$ cat src/rtl/overlapping_frame_ring_buffer_assert.svh
// Assertion macros used by the back end of the overlapped frame store RTL.
`ifndef OVERLAPPING_FRAME_RING_BUFFER_ASSERT_SVH
`define OVERLAPPING_FRAME_RING_BUFFER_ASSERT_SVH

`ifndef ASSERT_OFF
// Check a property on every clock edge outside reset.
`define OFRB_ASSERT(label, prop, msg) \
  label: assert property (@(posedge clk_i) disable iff (!rst_ni) (prop)) \
    else $error(msg);
// Check that a trigger is followed in the next cycle by a condition.
`define OFRB_ASSERT_NEXT(label, trig, cond, msg) \
  label: assert property (@(posedge clk_i) disable iff (!rst_ni) (trig) |=> (cond)) \
    else $error(msg);
`else
`define OFRB_ASSERT(label, prop, msg)
`define OFRB_ASSERT_NEXT(label, trig, cond, msg)
`endif

`endif

$ cat src/rtl/ofrb_pkg.sv
// Shared constants, types and helper functions of the overlapped frame store.
package ofrb_pkg;

  localparam int unsigned MAX_FRAME   = 64;
  localparam int unsigned STORE_DEPTH = MAX_FRAME * 8;
  localparam int unsigned ADDR_W      = $clog2(STORE_DEPTH);
  localparam int unsigned FILL_W      = $clog2(STORE_DEPTH + 1);
  localparam int unsigned FRAME_CAP   = (MAX_FRAME < STORE_DEPTH) ? MAX_FRAME : STORE_DEPTH;
  localparam int unsigned FRAME_W     = $clog2(FRAME_CAP + 1);
  localparam int unsigned SUM_W       = ((ADDR_W > FRAME_W) ? ADDR_W : FRAME_W) + 1;

  localparam int unsigned CMD_W    = 2;
  localparam int unsigned SAMPLE_W = 32;
  localparam int unsigned ZCOUNT_W = 10;
  localparam int unsigned CFG_W    = 7;

  // Configuration register indexes and reset values
  localparam int unsigned        CFG_IDX_W        = 1;
  localparam logic [CFG_IDX_W-1:0] CFG_FRAME_LENGTH = 1'd0;
  localparam logic [CFG_IDX_W-1:0] CFG_HOP_LENGTH   = 1'd1;
  localparam logic [CFG_W-1:0]   FRAME_LENGTH_RST = 7'd64;
  localparam logic [CFG_W-1:0]   HOP_LENGTH_RST   = 7'd32;

  // Command codes on the input channel
  localparam logic [CMD_W-1:0] CMD_WRITE = 2'd0;
  localparam logic [CMD_W-1:0] CMD_ZEROS = 2'd1;
  localparam logic [CMD_W-1:0] CMD_READ  = 2'd2;

  // Command queue between front and back
  localparam int unsigned QUEUE_DEPTH = 2;
  localparam int unsigned QPTR_W      = $clog2(QUEUE_DEPTH);
  localparam int unsigned QCNT_W      = $clog2(QUEUE_DEPTH + 1);

  // Result buffer in the back end
  localparam int unsigned OUT_DEPTH = 4;
  localparam int unsigned OPTR_W    = $clog2(OUT_DEPTH);
  localparam int unsigned OCNT_W    = $clog2(OUT_DEPTH + 1);

  typedef enum logic [1:0] {
    OP_WRITE,
    OP_ZEROS,
    OP_READ
  } op_e;

  typedef enum logic [1:0] {
    ST_IDLE,
    ST_ZERO,
    ST_READ
  } back_state_e;

  typedef struct packed {
    op_e                 op;
    logic [SAMPLE_W-1:0] sample;
    logic [ZCOUNT_W-1:0] count;
  } cmd_t;

  typedef struct packed {
    logic [FRAME_W-1:0] frame;
    logic [FRAME_W-1:0] hop;
  } cfg_t;

  typedef struct packed {
    logic [SAMPLE_W-1:0] sample;
    logic                ok;
    logic                last;
  } res_t;

  // Bound the frame length to one and to the largest frame the store allows
  function automatic logic [FRAME_W-1:0] clamp_frame(input logic [CFG_W-1:0] raw);
    logic [FRAME_W-1:0] f;
    if (raw == '0) begin
      f = FRAME_W'(1);
    end else if (raw > FRAME_CAP) begin
      f = FRAME_W'(FRAME_CAP);
    end else begin
      f = FRAME_W'(raw);
    end
    return f;
  endfunction

  // Bound the hop to one and to the effective frame length
  function automatic logic [FRAME_W-1:0] clamp_hop(input logic [CFG_W-1:0]   raw,
                                                   input logic [FRAME_W-1:0] frame);
    logic [FRAME_W-1:0] h;
    if (raw == '0) begin
      h = FRAME_W'(1);
    end else if (raw > frame) begin
      h = frame;
    end else begin
      h = FRAME_W'(raw);
    end
    return h;
  endfunction

  // Advance a store position, wrapping at the store depth
  function automatic logic [ADDR_W-1:0] wrap_add(input logic [ADDR_W-1:0]  pos,
                                                 input logic [FRAME_W-1:0] inc);
    logic [SUM_W-1:0] sum;
    sum = SUM_W'(pos) + SUM_W'(inc);
    if (sum >= SUM_W'(STORE_DEPTH)) begin
      sum = sum - SUM_W'(STORE_DEPTH);
    end
    return sum[ADDR_W-1:0];
  endfunction

endpackage

$ cat src/rtl/ofrb_queue.sv
// Short command queue that decouples the front end from the back end.
module ofrb_queue (
  input  logic           clk_i,
  input  logic           rst_ni,
  input  logic           push_i,
  input  ofrb_pkg::cmd_t cmd_i,
  output logic           full_o,
  input  logic           pop_i,
  output logic           empty_o,
  output ofrb_pkg::cmd_t cmd_o
);
  import ofrb_pkg::*;

  cmd_t              entry_q [QUEUE_DEPTH];
  logic [QPTR_W-1:0] wr_ptr_q;
  logic [QPTR_W-1:0] rd_ptr_q;
  logic [QCNT_W-1:0] cnt_q;
  logic              do_push;
  logic              do_pop;

  assign full_o  = (cnt_q == QCNT_W'(QUEUE_DEPTH));
  assign empty_o = (cnt_q == '0);
  assign do_push = push_i && !full_o;
  assign do_pop  = pop_i && !empty_o;
  assign cmd_o   = entry_q[rd_ptr_q];

  // Store the pushed command
  always_ff @(posedge clk_i) begin
    if (do_push) begin
      entry_q[wr_ptr_q] <= cmd_i;
    end
  end

  // Advance pointers and occupancy
  always_ff @(posedge clk_i or negedge rst_ni) begin
    if (!rst_ni) begin
      wr_ptr_q <= '0;
      rd_ptr_q <= '0;
      cnt_q    <= '0;
    end else begin
      if (do_push) begin
        wr_ptr_q <= wr_ptr_q + QPTR_W'(1);
      end
      if (do_pop) begin
        rd_ptr_q <= rd_ptr_q + QPTR_W'(1);
      end
      if (do_push && !do_pop) begin
        cnt_q <= cnt_q + QCNT_W'(1);
      end else if (do_pop && !do_push) begin
        cnt_q <= cnt_q - QCNT_W'(1);
      end
    end
  end

endmodule

$ cat config.mk
export PLATFORM = sky130hd
export DESIGN_NAME = ofrb_queue
export DESIGN_NICKNAME = d
export VERILOG_FILES = /design/src/rtl/overlapping_frame_ring_buffer_assert.svh /design/src/rtl/ofrb_pkg.sv /design/src/rtl/ofrb_queue.sv
export SDC_FILE = /design/constraint.sdc
export NUM_CORES = 1
export LEC_CHECK = 0
export ABC_AREA = 1
export BUFFER_PORTS_ARGS = -buffer_cell sky130_fd_sc_hd__clkbuf_2
export CAP_MARGIN = 5
export CORE_MARGIN = 2
export CORE_UTILIZATION = 46
export DETAILED_ROUTE_END_ITERATION = 8
export PLACE_DENSITY = 0.74
export SLEW_MARGIN = 20
export SYNTH_ARGS = -nofsm -noshare
export SYNTH_HDL_FRONTEND = slang
export SYNTH_SLANG_ARGS = --single-unit
$ cat constraint.sdc
create_clock -name clk_i -period 2.74 [get_ports clk_i]
set_input_delay 0.274 -clock clk_i [delete_from_list [all_inputs] [get_ports clk_i]]
set_output_delay 0.274 -clock clk_i [all_outputs]
set_load 0.01 [all_outputs]
# After elaboration in Yosys (flattened, before gate mapping)
# Memories as Yosys holds them, arrays and structs flattened.
# Index checks and enable logic that the tools add are counted.
# op_classes
n_addsub	4
eq_ne	1
mux	4
n_reduce_logical	10
# ops
cell	count
$logic_and A1 B1 Y1	4
$logic_not A1 Y1	4
$mux W2	2
$add A1 B1 Y1 const B	2
$add A2 B1 Y2 const B	1
$eq A2 B2 Y1 const B	1
$logic_not A2 Y1	1
$mux W1	2
$reduce_bool A2 Y1	1
$sub A2 B1 Y2 const B	1
# totals
ff_bits	4
mem_bits_rw	88
in_bits	48
out_inout_bits	46
wordCells	23
memories	1
# mem_list
memory	words	width	read_ports	rd_ports_with_merged_regs	write_ports	line	rtl
entry_q	2	44	1	0	1	ofrb_queue.sv:14	cmd_t entry_q [QUEUE_DEPTH];

# Depth between registers and ports, before layout
# logic_depth
depth_word	7
ltp_mapped	9
mapped_depth_nobuf	9

# Worst setup path after synthesis
# No wires, ideal clock.
# synth_timing
path_kind	reg2reg
from	register cnt_q[0]
to	memory entry_q[1][0] (netlist name) (enable)
setup_time_ns	0.445
arrival_time_ns	2.403
required_time_ns	2.295
setup_slack_ns	-0.108
stages_incl_launch_ff	3
n_path_buf	0
synth_period_minus_slack_ns	2.848
path_cell_list	dfrtp_1 > o21ai_1 > nor2_1
# synth_via
elab_chain_cells	5
# synth_lines
element	line	rtl
start, declared	ofrb_queue.sv:17	logic [QCNT_W-1:0] cnt_q;
start signal, assigned	ofrb_queue.sv:48	cnt_q <= cnt_q + QCNT_W'(1);
start signal, assigned	ofrb_queue.sv:50	cnt_q <= cnt_q - QCNT_W'(1);
$eq A2 B2 Y1	ofrb_queue.sv:21	assign full_o = (cnt_q == QCNT_W'(QUEUE_DEPTH));
$logic_not A1 Y1	ofrb_queue.sv:23	assign do_push = push_i && !full_o;
$logic_and A1 B1 Y1	ofrb_queue.sv:23	
$mux W1	ofrb_queue.sv:29	if (do_push) begin
$mux W1 (implied by the code)	ofrb_queue.sv:30	entry_q[wr_ptr_q] <= cmd_i;
end, declared	ofrb_queue.sv:14	
# Every way passes these cells.

==> impl_metrics.csv <==
group,metric,value,unit
yosys,yosys_warnings,0,
critical_path,crit_end,"cmd_o[10]",
die,die-area,8188,µm²
critical_path,crit_required,2.47,ns
yosys,syn_nets,310,
detailed_routing,ant_nets,0,
power_and_ir_drop,power.internal,0.002826,W
die,fp.dieH,90.49,µm
timing,slew_headroom,71.01,%
critical_path,critPathKind,"reg2out",
critical_path,critPathMaxStageDelay,0.57,ns
place,hpwl,4053,µm
yosys,post-synth-top-area-fraction,76.80,%
clock_network,cts_max_level,3,
critical_path,worst_ep_arrival_time,1.67,ns
timing,rsz0062_at_grt,"false",
critical_path,r2r_end,"entry_q[1][18]",
power_and_ir_drop,p_switching,0.001488,W
critical_path,worstRegToRegCells,3,
die,rows,31,
critical_path,cpMostUsedCell,"nand2_1",
global_route,grt_antenna_before_repair,0,
yosys,synth_seq_cells,92,
yosys,yosysSeqAreaShare,79.71,%
critical_path,path_buf_inv,2,
power_and_ir_drop,seq_power_share,47.6,%
global_route,grt_pass1_wl,9522,µm
clock_network,cts_buffer_depth,2,
power_and_ir_drop,leakagePower,1.856,nW
detailed_routing,num_vias,2124,
status,status,"finished, final reports clean",
critical_path,r2r_slack,1.08,ns
critical_path,r2r-start,"cnt_q[0]",
power_and_ir_drop,switching_share,34.50,%
global_route,grt_use_total,15.37,%
critical_path,critical_path.slowest_cell,"dfrtp_2",
timing,finalHoldViolations,0,
timing,report.final.slew_viol_count,0,
place,io_buffer_count,93,
detailed_routing,drt_iter0_markers,119,
timing,setup_viol,0,
detailed_routing,drt-total-wl,5956,µm
detailed_routing,first_pass_iters,6,
die,start_util,47.44,%
critical_path,crit_family,"flip-flops",
timing,fin_skew,0.01334,ns
cells_and_area,final_layout_size_suffix_gt1_share,31.97,%
place,finalWeightedCongestion,0.7481,
clock_network,cts.sinks,92,
detailed_routing,wl_per_cell,12.81,µm
power_and_ir_drop,ir_drop,0.4568,mV
critical_path,endpoint_kind,"output pin",
global_route,grt_max_degree,46,
cells_and_area,final_cell_area,4214,µm²
timing,layout_min_cycle_time,1.946,ns
clock_network,clkLatencyLatePin,0.35,ns
worst_hold_path,hold_class,"in2reg",
power_and_ir_drop,power.density,1024,nW/µm²
yosys,syn_area_per_cell,13.18,µm²
die,coreArea,7253,µm²
timing,whs,0.1061,ns
yosys,yosys.area.top_type,"edfxtp_1",
clock_network,cts_tree,"yes",
critical_path,setup.worst_path.start,"rd_ptr_q",
detailed_routing,drc,0,
yosys,netlist_top_cells_area,"edfxtp_1, nand2_1, dfrtp_1, buf_4, inv_1",
cells_and_area,area_delta_synth_final,22.47,%
timing,tns,0,ns
critical_path,startpoint_type,"flip-flop",
run,drv_cap,0,
global_route,grt_pass1_vias,2081,
detailed_routing,via_per_inst,4.568,
cells_and_area,nets,410,
die,io_pins,94,
critical_path,crit_chain,"inv_4 -> nand2_1 -> nand2_1 -> clkbuf_2",
yosys,yosysUniqueCellTypes,18,
clock_network,clkTransAtPathRegs,0.09,ns
clock_network,cts_buffers,9,
timing,max_freq,0.5139,GHz
place,place_area,4020,µm²
power_and_ir_drop,clock_power_share,19.6,%
timing,worst_pin_slew,0.4349,ns
power_and_ir_drop,combPwrFrac,32.8,%
critical_path,cp_max_fo,45,
yosys,synth_area,3441,µm²
clock_network,root_buffer,"clkbuf_8",
critical_path,path_depth,4,
cells_and_area,n_antenna_cell,0,
yosys,syn_inst,261,
cells_and_area,finalNonFillerCells,465,
die,die_w,90.49,µm
global_route,grt.overflow.total,0,
place,place_inst,448,
timing,period_share,71.02,%
-- cell type report --
class	instances	area [µm²]
inverter	8	32.53
tap	99	123.9
sequential	92	2744
multi-input combinational	152	611.8
clock inverter	5	52.55
clock buffer	11	131.4
timing repair buffer	98	518.0
fill	613	3039
-- metal layers --
layer | track usage [%] | wire length [µm]
met5 | 0 | 0
met4 | 7.821 | 114
met3 | 4.341 | 315
met2 | 26.80 | 3146
met1 | 17.14 | 2380
-- synthesized netlist by cell type --
| cell | n |
|---|---|
| ha_1 | 1 |
| nand3b_1 | 1 |
| buf_2 | 4 |
| inv_2 | 1 |
| inv_4 | 1 |
| nand4_1 | 1 |
| nor2_1 | 2 |
| o21ai_1 | 2 |
| xnor2_1 | 1 |
| edfxtp_1 | 88 |
| nand2_1 | 141 |
| buf_4 | 4 |
| dfrtp_1 | 4 |
| nor2_2 | 1 |
| nand3_1 | 1 |
| buf_6 | 1 |
| inv_1 | 6 |
| nor2_4 | 1 |
-- kinds of logic after synthesis --
group / after synthesis / share of synthesized area, %
buf+inv: 17 / 2.727
fa+ha+maj: 1 / 0.3636
compound gates: 2 / 0.2909
flops: 92 / 79.71
simple gates: 148 / 16.65
xor+xnor: 1 / 0.2546
-- state kept, by name, summed over array words and instances (netlist names) --
name      flops
cnt_q         2
entry_q      88
rd_ptr_q      1
wr_ptr_q      1
-- cell usage in the layout (no fill, tap or decap) --
master	synthesis	final
clkbuf_8	0	9
nand4_1	1	1
bufinv_16	0	1
nor2_1	2	1
clkbuf_2	0	93
dfrtp_1	4	3
clkinv_2	0	2
clkinv_4	0	1
xnor2_1	1	1
nand2_1	141	141
nor2_2	1	1
dlygate4sd3_1	0	1
inv_1	6	5
ha_1	1	1
inv_2	1	2
edfxtp_1	88	88
inv_4	1	1
nand3_1	1	1
clkbuf_1	0	2
o21ai_1	2	2
dfrtp_2	0	1
clkinv_1	0	1
nor2_4	1	2
buf_12	0	1
buf_4	4	3
nand3b_1	1	1
-- worst min-delay path by stage --
stage	start	end	depth (start not counted)	slack [ns]
after CTS	cmd_i[1]	entry_q[0][1]	1	0.09
after global placement	rst_ni	cnt_q[1]	1	0.09
after global routing	cmd_i[1]	entry_q[1][1]	1	0.09
after detailed placement	rst_ni	cnt_q[0]	1	0.09
after floorplan	rst_ni	cnt_q[0]	0	-0.02
final	cmd_i[19]	entry_q[1][19]	1	0.11
-- what timing repair did --
item,in CTS,in global routing
hold buffers,1,0
gates resized for setup,0,0
setup buffers,0,0
setup endpoints to repair,0,0
endpoints found under the hold margin,4,0
-- worst reg2reg max path, cell delays in order, from the launching register on --
cell and delay, ns:
dfrtp_1 0.48, o21ai_1 0.17, nor2_4 0.37, buf_4 0.33
-- power groups by stage --
stage	clock network, W	logic, W	registers (W)
global placement	0	0.00142	0.00207
finish	0.000845	0.00142	0.00205
floorplan	0	0.000935	0.00203
CTS	0.000867	0.00145	0.00206
detailed placement	0	0.00145	0.00209
global route	0.000922	0.00160	0.00209
-- stage by stage --
| step | utilization, % | worst slack [ns] | power [W] |
|---|---|---|---|
| 6_report | 58.10 | 0.7939 | 0.004314 |
| 5_1_grt | 58.10 | 0.6344 | 0.004603 |
| 4_1_cts | 58.10 | 0.7588 | 0.004377 |
| 3_5_place_dp | 55.43 | 1.045 | 0.003536 |
| 3_3_place_gp | 55.43 | 1.106 | 0.003491 |
| 2_1_floorplan | - | 0.6177 | 0.002964 |
Power figures use the tool's default switching activity.
