**config.mk**
```make
export PLATFORM = sky130hd
export DESIGN_NAME = ofrb_front_flat
export DESIGN_NICKNAME = d
export VERILOG_FILES = /design/src/rtl/overlapping_frame_ring_buffer_assert.svh /design/src/rtl/ofrb_pkg.sv /design/src/rtl/ofrb_if.sv /design/src/rtl/ofrb_front.sv /design/src/flat_wrapper.sv
export SDC_FILE = /design/constraint.sdc
export NUM_CORES = 1
export LEC_CHECK = 0
export BUFFER_PORTS_ARGS = -buffer_cell sky130_fd_sc_hd__buf_2
export CAP_MARGIN = 40
export CORE_ASPECT_RATIO = 2
export CORE_MARGIN = 3
export CORE_UTILIZATION = 40
export CTS_CLUSTER_SIZE = 14
export DETAILED_ROUTE_END_ITERATION = 10
export PLACE_DENSITY_LB_ADDON = 0.12
export SLEW_MARGIN = 20
export SYNTH_ARGS = -nofsm -noshare
export SYNTH_HDL_FRONTEND = slang
export SYNTH_SLANG_ARGS = --single-unit
export TNS_END_PERCENT = 1
```
**constraint.sdc**
```tcl
create_clock -name clk_i -period 4.05 [get_ports clk_i]
set_clock_uncertainty 0.2 [all_clocks]
set_input_delay 0.405 -clock clk_i [delete_from_list [all_inputs] [get_ports clk_i]]
set_output_delay 0.405 -clock clk_i [all_outputs]
set_load 0.1 [all_outputs]
```
**src/rtl/overlapping_frame_ring_buffer_assert.svh**
```systemverilog
// Assertion macros used by the back end of the overlapped frame store RTL.
`ifndef OVERLAPPING_FRAME_RING_BUFFER_ASSERT_SVH
`define OVERLAPPING_FRAME_RING_BUFFER_ASSERT_SVH

`ifndef ASSERT_OFF
// Check a property on every clock edge outside reset.
`define OFRB_ASSERT(label, prop, msg) \
  label: assert property (@(posedge clk_i) disable iff (!rst_ni) (prop)) \
    else $error(msg);
// Check that a trigger is followed in the next cycle by a condition.
`define OFRB_ASSERT_NEXT(label, trig, cond, msg) \
  label: assert property (@(posedge clk_i) disable iff (!rst_ni) (trig) |=> (cond)) \
    else $error(msg);
`else
`define OFRB_ASSERT(label, prop, msg)
`define OFRB_ASSERT_NEXT(label, trig, cond, msg)
`endif

`endif

```
**src/rtl/ofrb_pkg.sv**
```systemverilog
// Shared constants, types and helper functions of the overlapped frame store.
package ofrb_pkg;

  localparam int unsigned MAX_FRAME   = 64;
  localparam int unsigned STORE_DEPTH = MAX_FRAME * 8;
  localparam int unsigned ADDR_W      = $clog2(STORE_DEPTH);
  localparam int unsigned FILL_W      = $clog2(STORE_DEPTH + 1);
  localparam int unsigned FRAME_CAP   = (MAX_FRAME < STORE_DEPTH) ? MAX_FRAME : STORE_DEPTH;
  localparam int unsigned FRAME_W     = $clog2(FRAME_CAP + 1);
  localparam int unsigned SUM_W       = ((ADDR_W > FRAME_W) ? ADDR_W : FRAME_W) + 1;

  localparam int unsigned CMD_W    = 2;
  localparam int unsigned SAMPLE_W = 32;
  localparam int unsigned ZCOUNT_W = 10;
  localparam int unsigned CFG_W    = 7;

  // Configuration register indexes and reset values
  localparam int unsigned        CFG_IDX_W        = 1;
  localparam logic [CFG_IDX_W-1:0] CFG_FRAME_LENGTH = 1'd0;
  localparam logic [CFG_IDX_W-1:0] CFG_HOP_LENGTH   = 1'd1;
  localparam logic [CFG_W-1:0]   FRAME_LENGTH_RST = 7'd64;
  localparam logic [CFG_W-1:0]   HOP_LENGTH_RST   = 7'd32;

  // Command codes on the input channel
  localparam logic [CMD_W-1:0] CMD_WRITE = 2'd0;
  localparam logic [CMD_W-1:0] CMD_ZEROS = 2'd1;
  localparam logic [CMD_W-1:0] CMD_READ  = 2'd2;

  // Command queue between front and back
  localparam int unsigned QUEUE_DEPTH = 2;
  localparam int unsigned QPTR_W      = $clog2(QUEUE_DEPTH);
  localparam int unsigned QCNT_W      = $clog2(QUEUE_DEPTH + 1);

  // Result buffer in the back end
  localparam int unsigned OUT_DEPTH = 4;
  localparam int unsigned OPTR_W    = $clog2(OUT_DEPTH);
  localparam int unsigned OCNT_W    = $clog2(OUT_DEPTH + 1);

  typedef enum logic [1:0] {
    OP_WRITE,
    OP_ZEROS,
    OP_READ
  } op_e;

  typedef enum logic [1:0] {
    ST_IDLE,
    ST_ZERO,
    ST_READ
  } back_state_e;

  typedef struct packed {
    op_e                 op;
    logic [SAMPLE_W-1:0] sample;
    logic [ZCOUNT_W-1:0] count;
  } cmd_t;

  typedef struct packed {
    logic [FRAME_W-1:0] frame;
    logic [FRAME_W-1:0] hop;
  } cfg_t;

  typedef struct packed {
    logic [SAMPLE_W-1:0] sample;
    logic                ok;
    logic                last;
  } res_t;

  // Bound the frame length to one and to the largest frame the store allows
  function automatic logic [FRAME_W-1:0] clamp_frame(input logic [CFG_W-1:0] raw);
    logic [FRAME_W-1:0] f;
    if (raw == '0) begin
      f = FRAME_W'(1);
    end else if (raw > FRAME_CAP) begin
      f = FRAME_W'(FRAME_CAP);
    end else begin
      f = FRAME_W'(raw);
    end
    return f;
  endfunction

  // Bound the hop to one and to the effective frame length
  function automatic logic [FRAME_W-1:0] clamp_hop(input logic [CFG_W-1:0]   raw,
                                                   input logic [FRAME_W-1:0] frame);
    logic [FRAME_W-1:0] h;
    if (raw == '0) begin
      h = FRAME_W'(1);
    end else if (raw > frame) begin
      h = frame;
    end else begin
      h = FRAME_W'(raw);
    end
    return h;
  endfunction

  // Advance a store position, wrapping at the store depth
  function automatic logic [ADDR_W-1:0] wrap_add(input logic [ADDR_W-1:0]  pos,
                                                 input logic [FRAME_W-1:0] inc);
    logic [SUM_W-1:0] sum;
    sum = SUM_W'(pos) + SUM_W'(inc);
    if (sum >= SUM_W'(STORE_DEPTH)) begin
      sum = sum - SUM_W'(STORE_DEPTH);
    end
    return sum[ADDR_W-1:0];
  endfunction

endpackage

```
**src/rtl/ofrb_if.sv**
```systemverilog
// Valid/ready channel interfaces for commands in and frame samples out.
interface ofrb_in_if;
  import ofrb_pkg::*;

  logic                valid;
  logic                ready;
  logic [CMD_W-1:0]    command;
  logic [SAMPLE_W-1:0] sample;
  logic [ZCOUNT_W-1:0] zero_count;

  modport source (output valid, output command, output sample, output zero_count,
                  input ready);
  modport sink   (input valid, input command, input sample, input zero_count,
                  output ready);
endinterface


```
**src/rtl/ofrb_front.sv**
```systemverilog
// Front end: configuration registers, command acceptance and classification.
module ofrb_front (
  input  logic                            clk_i,
  input  logic                            rst_ni,
  ofrb_in_if.sink                         in_if,
  input  logic                            cfg_we_i,
  input  logic [ofrb_pkg::CFG_IDX_W-1:0]  cfg_index_i,
  input  logic [ofrb_pkg::CFG_W-1:0]      cfg_data_i,
  input  logic                            q_full_i,
  output logic                            q_push_o,
  output ofrb_pkg::cmd_t                  q_cmd_o,
  output ofrb_pkg::cfg_t                  cfg_o
);
  import ofrb_pkg::*;

  logic [CFG_W-1:0]   frame_len_q;
  logic [CFG_W-1:0]   hop_len_q;
  logic [FRAME_W-1:0] frame_eff;
  logic               accept;
  logic               keep;
  op_e                op;

  // Hold the configuration registers
  always_ff @(posedge clk_i or negedge rst_ni) begin
    if (!rst_ni) begin
      frame_len_q <= FRAME_LENGTH_RST;
      hop_len_q   <= HOP_LENGTH_RST;
    end else if (cfg_we_i) begin
      unique case (cfg_index_i)
        CFG_FRAME_LENGTH: frame_len_q <= cfg_data_i;
        CFG_HOP_LENGTH:   hop_len_q   <= cfg_data_i;
        default: ;
      endcase
    end
  end

  // Bound frame and hop to their working ranges
  assign frame_eff   = clamp_frame(frame_len_q);
  assign cfg_o.frame = frame_eff;
  assign cfg_o.hop   = clamp_hop(hop_len_q, frame_eff);

  // Accept whenever the queue has room
  assign in_if.ready = !q_full_i;
  assign accept      = in_if.valid && in_if.ready;

  // Classify the command; drop unknown codes
  always_comb begin
    op   = OP_WRITE;
    keep = 1'b1;
    unique case (in_if.command)
      CMD_WRITE: op = OP_WRITE;
      CMD_ZEROS: op = OP_ZEROS;
      CMD_READ:  op = OP_READ;
      default:   keep = 1'b0;
    endcase
  end

  assign q_push_o       = accept && keep;
  assign q_cmd_o.op     = op;
  assign q_cmd_o.sample = in_if.sample;
  assign q_cmd_o.count  = in_if.zero_count;

endmodule

```
**src/flat_wrapper.sv**
```systemverilog
// flat-port wrapper written by rule: the top's interface ports become plain ports
module ofrb_front_flat import ofrb_pkg::*;
  (clk_i, rst_ni, cfg_we_i, cfg_index_i, cfg_data_i, q_full_i, q_push_o, q_cmd_o, cfg_o, in_if_valid, in_if_command, in_if_sample, in_if_zero_count, in_if_ready);
  ofrb_in_if in_if_i ();
  input  logic clk_i;
  input  logic rst_ni;
  input  logic cfg_we_i;
  input  logic [ofrb_pkg::CFG_IDX_W-1:0] cfg_index_i;
  input  logic [ofrb_pkg::CFG_W-1:0] cfg_data_i;
  input  logic q_full_i;
  output logic q_push_o;
  output ofrb_pkg::cmd_t q_cmd_o;
  output ofrb_pkg::cfg_t cfg_o;
  input wire logic [$bits(in_if_i.valid)-1:0] in_if_valid;
  input wire logic [$bits(in_if_i.command)-1:0] in_if_command;
  input wire logic [$bits(in_if_i.sample)-1:0] in_if_sample;
  input wire logic [$bits(in_if_i.zero_count)-1:0] in_if_zero_count;
  output wire logic [$bits(in_if_i.ready)-1:0] in_if_ready;
  assign in_if_i.valid = in_if_valid;
  assign in_if_i.command = in_if_command;
  assign in_if_i.sample = in_if_sample;
  assign in_if_i.zero_count = in_if_zero_count;
  assign in_if_ready = in_if_i.ready;
  ofrb_front u_core (.clk_i(clk_i), .rst_ni(rst_ni), .in_if(in_if_i), .cfg_we_i(cfg_we_i), .cfg_index_i(cfg_index_i), .cfg_data_i(cfg_data_i), .q_full_i(q_full_i), .q_push_o(q_push_o), .q_cmd_o(q_cmd_o), .cfg_o(cfg_o));
endmodule
```
# --- Yosys cells after proc, flatten, opt, wreduce, memory -nomap -nowiden ---
# Cells that the tools add are included.
word_totals:
  wordCells: 22
  output_inout_bits: 60
  ff_bits: 14
  input_bits: 57
classes:
  bitwise: 1
  eq_ne: 2
  n_mux: 6
  order_cmp: 2
  n_reduce_logical: 9
op_table:
  columns: ["op", "n"]
  rows:
  - ["$mux W7", 4]
  - ["$logic_not A7 Y1", 2]
  - ["$gt A7 B7 Y1", 1]
  - ["$gt A7 B7 Y1 const B", 1]
  - ["$pmux W2 S2", 1]
  - ["$reduce_and A2 Y1", 2]
  - ["$reduce_or A3 Y1", 1]
  - ["$eq A2 B1 Y1 const B", 1]
  - ["$eq A2 B2 Y1 const B", 1]
  - ["$logic_and A1 B1 Y1", 2]
  - ["$logic_not A2 Y1", 1]
  - ["$logic_not A1 Y1", 1]
  - ["$mux W1", 1]
  - ["$not A1 Y1", 1]

# --- Longest topological paths before layout ---
logic_depth:
  ltp_word: 6
  mapped_depth: 8
  ltp_nobuf: 8

# --- Worst setup path after synthesis ---
# OpenSTA, ideal clock, no wires.
synth_timing:
  path_type: "register -> output"
  startpoint: "reg u_core.frame_len_q[4]"
  endpoint: "out cfg_o[0] (netlist name)"
  stages_incl_launch_ff: 9
  slack_ps: -914
  n_path_buf: 0
  arrival_time_ps: 4359
  path_cell_list: "dfrtp_1 -> nor3_1 -> a21oi_1 -> nor2_1 -> ha_1 -> nand3_1 -> nor2_1 -> a21oi_2 -> mux2i_1"
synth_lines:
  columns: ["item", "line_no", "rtl"]
  rows:
  - ["start, declared", "ofrb_front.sv:16", "logic [CFG_W-1:0] frame_len_q;"]
  - ["start signal, assigned", "ofrb_front.sv:30", "CFG_FRAME_LENGTH: frame_len_q <= cfg_data_i;"]
  - ["end, declared", "flat_wrapper.sv:13", "output ofrb_pkg::cfg_t cfg_o;"]

==> results.sh <==
export IMPL_hold_violations=0
export IMPL_cp_max_fo=8
export IMPL_setup_tns_ps=0
export IMPL_worstSetupEndpointType="output port"
export IMPL_p_comb_share_pct=62.1
export IMPL_grt_use_total_pct=15.3
export IMPL_final_seq_area_um2=353
export IMPL_chipHeight_um=84.5
export IMPL_grt_pass1_vias=910
export IMPL_io_pins=117
export IMPL_synth_edff_count=0
export IMPL_grt_antenna_before_repair=0
export IMPL_cts_max_level=1
export IMPL_overflow=0
export IMPL_synth_cell_type_count=26
export IMPL_clk_pin_slew_worst_paths_ps=50
export IMPL_power_density_nw_per_um2=668
export IMPL_ys_seq_elements=14
export IMPL_slew_limit_headroom_pct=56.3
export IMPL_row_count=27
export IMPL_r2r_cells=2
export IMPL_netSwitchingFraction_pct=56.9
export IMPL_worstHoldStart="cfg_data_i[1]"
export IMPL_seqPwrFrac_pct=24.2
export IMPL_drv_cap=0
export IMPL_dieWidth_um=45.2
export IMPL_postRouteAntennaNets=0
export IMPL_globalplace_congestion=0.718
export IMPL_antenna_cells=0
export IMPL_crit_start="u_core.frame_len_q[6]"
export IMPL_start_util_pct=43.4
export IMPL_synth_ff_type="dfrtp_1"
export IMPL_power_mw=0.779
export IMPL_grt_pass1_wl_um=4310
export IMPL_ys_warn_count=0
export IMPL_rsz0062_at_grt="false"
export IMPL_synth_top_area_cell="buf_4"
export IMPL_dpl_instance_area_um2=1110
export IMPL_root_buffer="clkbuf_8"
export IMPL_cp_arrival_ps=2650
export IMPL_netlist_instances=132
export IMPL_p_sw_mw=0.443
export IMPL_r2r_slack_ps=2940
export IMPL_yosys_area_top_type_share_pct=25.6
export IMPL_tightest_slew_ps=653
export IMPL_vias=822
export IMPL_synth_seq_area_share_pct=28.7
export IMPL_syn_area_um2=1230
export IMPL_setup_viol=0
export IMPL_timing_rr_start="u_core.frame_len_q[6]"
export IMPL_ys_top_cells_by_area="buf_4 (26%), dfrtp_1 (24%), mux2_2 (15%)"
export IMPL_crit_required_ps=3440
export IMPL_routedWlPerCell_um=17.7
export IMPL_cts_hold_buf=1
export IMPL_drtPass1Iterations=5
export IMPL_timing_rr_end="u_core.frame_len_q[6]"
export IMPL_core_area_um2=2840
export IMPL_ys_top_cells_by_count="buf_4 (42), mux2_2 (16), dfrtp_1 (12)"
export IMPL_clk_latency_ps=240
export IMPL_critical_path_class="reg2out"
export IMPL_synth_nets=196
export IMPL_crit_path_start_kind="register"
export IMPL_clockBufferDepth=2
export IMPL_avgSynthCellArea_um2=9.33
export IMPL_avgViaCountPerCell=5.37
export IMPL_min_path_type="in2reg"
export IMPL_yosysMostFrequentCell="buf_4"
export IMPL_leakage_nw=0.590
export IMPL_cts_tree="yes"
export IMPL_max_freq_mhz=307
export IMPL_drt_wl_total_um=2720
export IMPL_drc=0
export IMPL_multi_input_area_um2=536
export IMPL_cts_sinks=14
export IMPL_drt_initial_drc_count=3
export IMPL_grt_max_degree=15
export IMPL_final_max_slew_viol_count=0
export IMPL_min_period_over_period_pct=80.3
export IMPL_ir_drop_mv=0.317
export IMPL_dp_hpwl_um=2330
export IMPL_drive_gt1_share_pct=48.4
export IMPL_p_int_mw=0.336
export IMPL_cts_resized_gates=0
export IMPL_power_frac_clock_pct=13.7
export IMPL_die_area_um2=3820
export IMPL_numCtsBuffers=3
export IMPL_ys_async_sr_fraction_pct=100
export IMPL_final_cell_area_um2=1170
export IMPL_min_to="u_core.hop_len_q[1]"
export IMPL_status="completed"
export IMPL_nNetsFinal=190
export IMPL_port_buffers=32
export IMPL_period_minus_slack_ps=3250
export IMPL_syn_to_final_growth_pct=-5.28
export IMPL_cts_setup_buffers=0
export IMPL_hold_path_cell_count=2
export IMPL_fill_cells=310
power groups by stage:
stage | logic (mW) | clock network (mW) | registers, mW
finish | 0.483 | 0.107 | 0.188
floorplan | 0.612 | 0 | 0.181
global route | 0.510 | 0.116 | 0.192
CTS | 0.489 | 0.113 | 0.189
global placement | 0.486 | 0 | 0.189
detailed placement | 0.488 | 0 | 0.191
metrics by stage:
step                      util [%]  hold slack, ps  worst slack (ps)  instances
after floorplan                  -           -90.6               119        132
after global routing          41.1             212               641        153
after detailed placement      39.3             118              1020        149
final                         41.1             210               796        153
after CTS                     41.1             205               753        153
after global placement        39.3             118              1050        149
how the worst max path moves through the flow:
stage                     slack [ps]        to  cells past startpoint
after floorplan                  120  cfg_o[0]                      8
after global placement          1050  cfg_o[0]                      8
after detailed placement        1020  cfg_o[0]                      7
after CTS                        750  cfg_o[0]                      7
after global routing             640  cfg_o[0]                      8
final                            800  cfg_o[0]                      7
area by class of cell:
| class | instances | area share [%] |
|---|---|---|
| multi-input combinational | 66 | 45.9 |
| sequential | 14 | 30.3 |
| inverter | 8 | 2.58 |
| tap | 29 | 3.11 |
| timing repair buffer | 33 | 14.6 |
| clock buffer | 3 | 3.54 |
cells by family after synthesis:
logic type,after synthesis,synth area share [%]
flops,14,28.7
mux,19,17.3
fa+ha+maj,7,7.11
buf+inv,52,28.7
simple gates,29,12.5
compound gates,11,5.79
critical path, cell delays in order, from the launching register on:
cell and delay [ps]:
dfstp_2 560, inv_2 90, ha_1 320, nand4_1 150
a21o_1 220, a21oi_2 360, mux2i_2 250, buf_2 450
placed cells by master (no fill, tap or decap), types with 3 or more instances in the layout:
cell type	synthesis	final
nand2_1	9	9
buf_2	0	32
inv_1	7	7
a21oi_1	5	4
nor2_1	9	8
mux2_2	16	16
dfrtp_1	12	12
clkbuf_8	0	3
ha_1	7	7
nor2b_1	3	3
routing by layer:
layer	up-vias	GRT usage, %	wire length (um)
met3	14	5.58	314
met5	-	4.62	0
met1	379	12.7	783
li1	378	-	-
met2	51	27.1	1520
met4	0	10.1	99
registers in the layout, summed over array words and instances (netlist names):
name	count
u_core.frame_len_q	7
u_core.hop_len_q	7
Power figures use the tool's default switching activity.
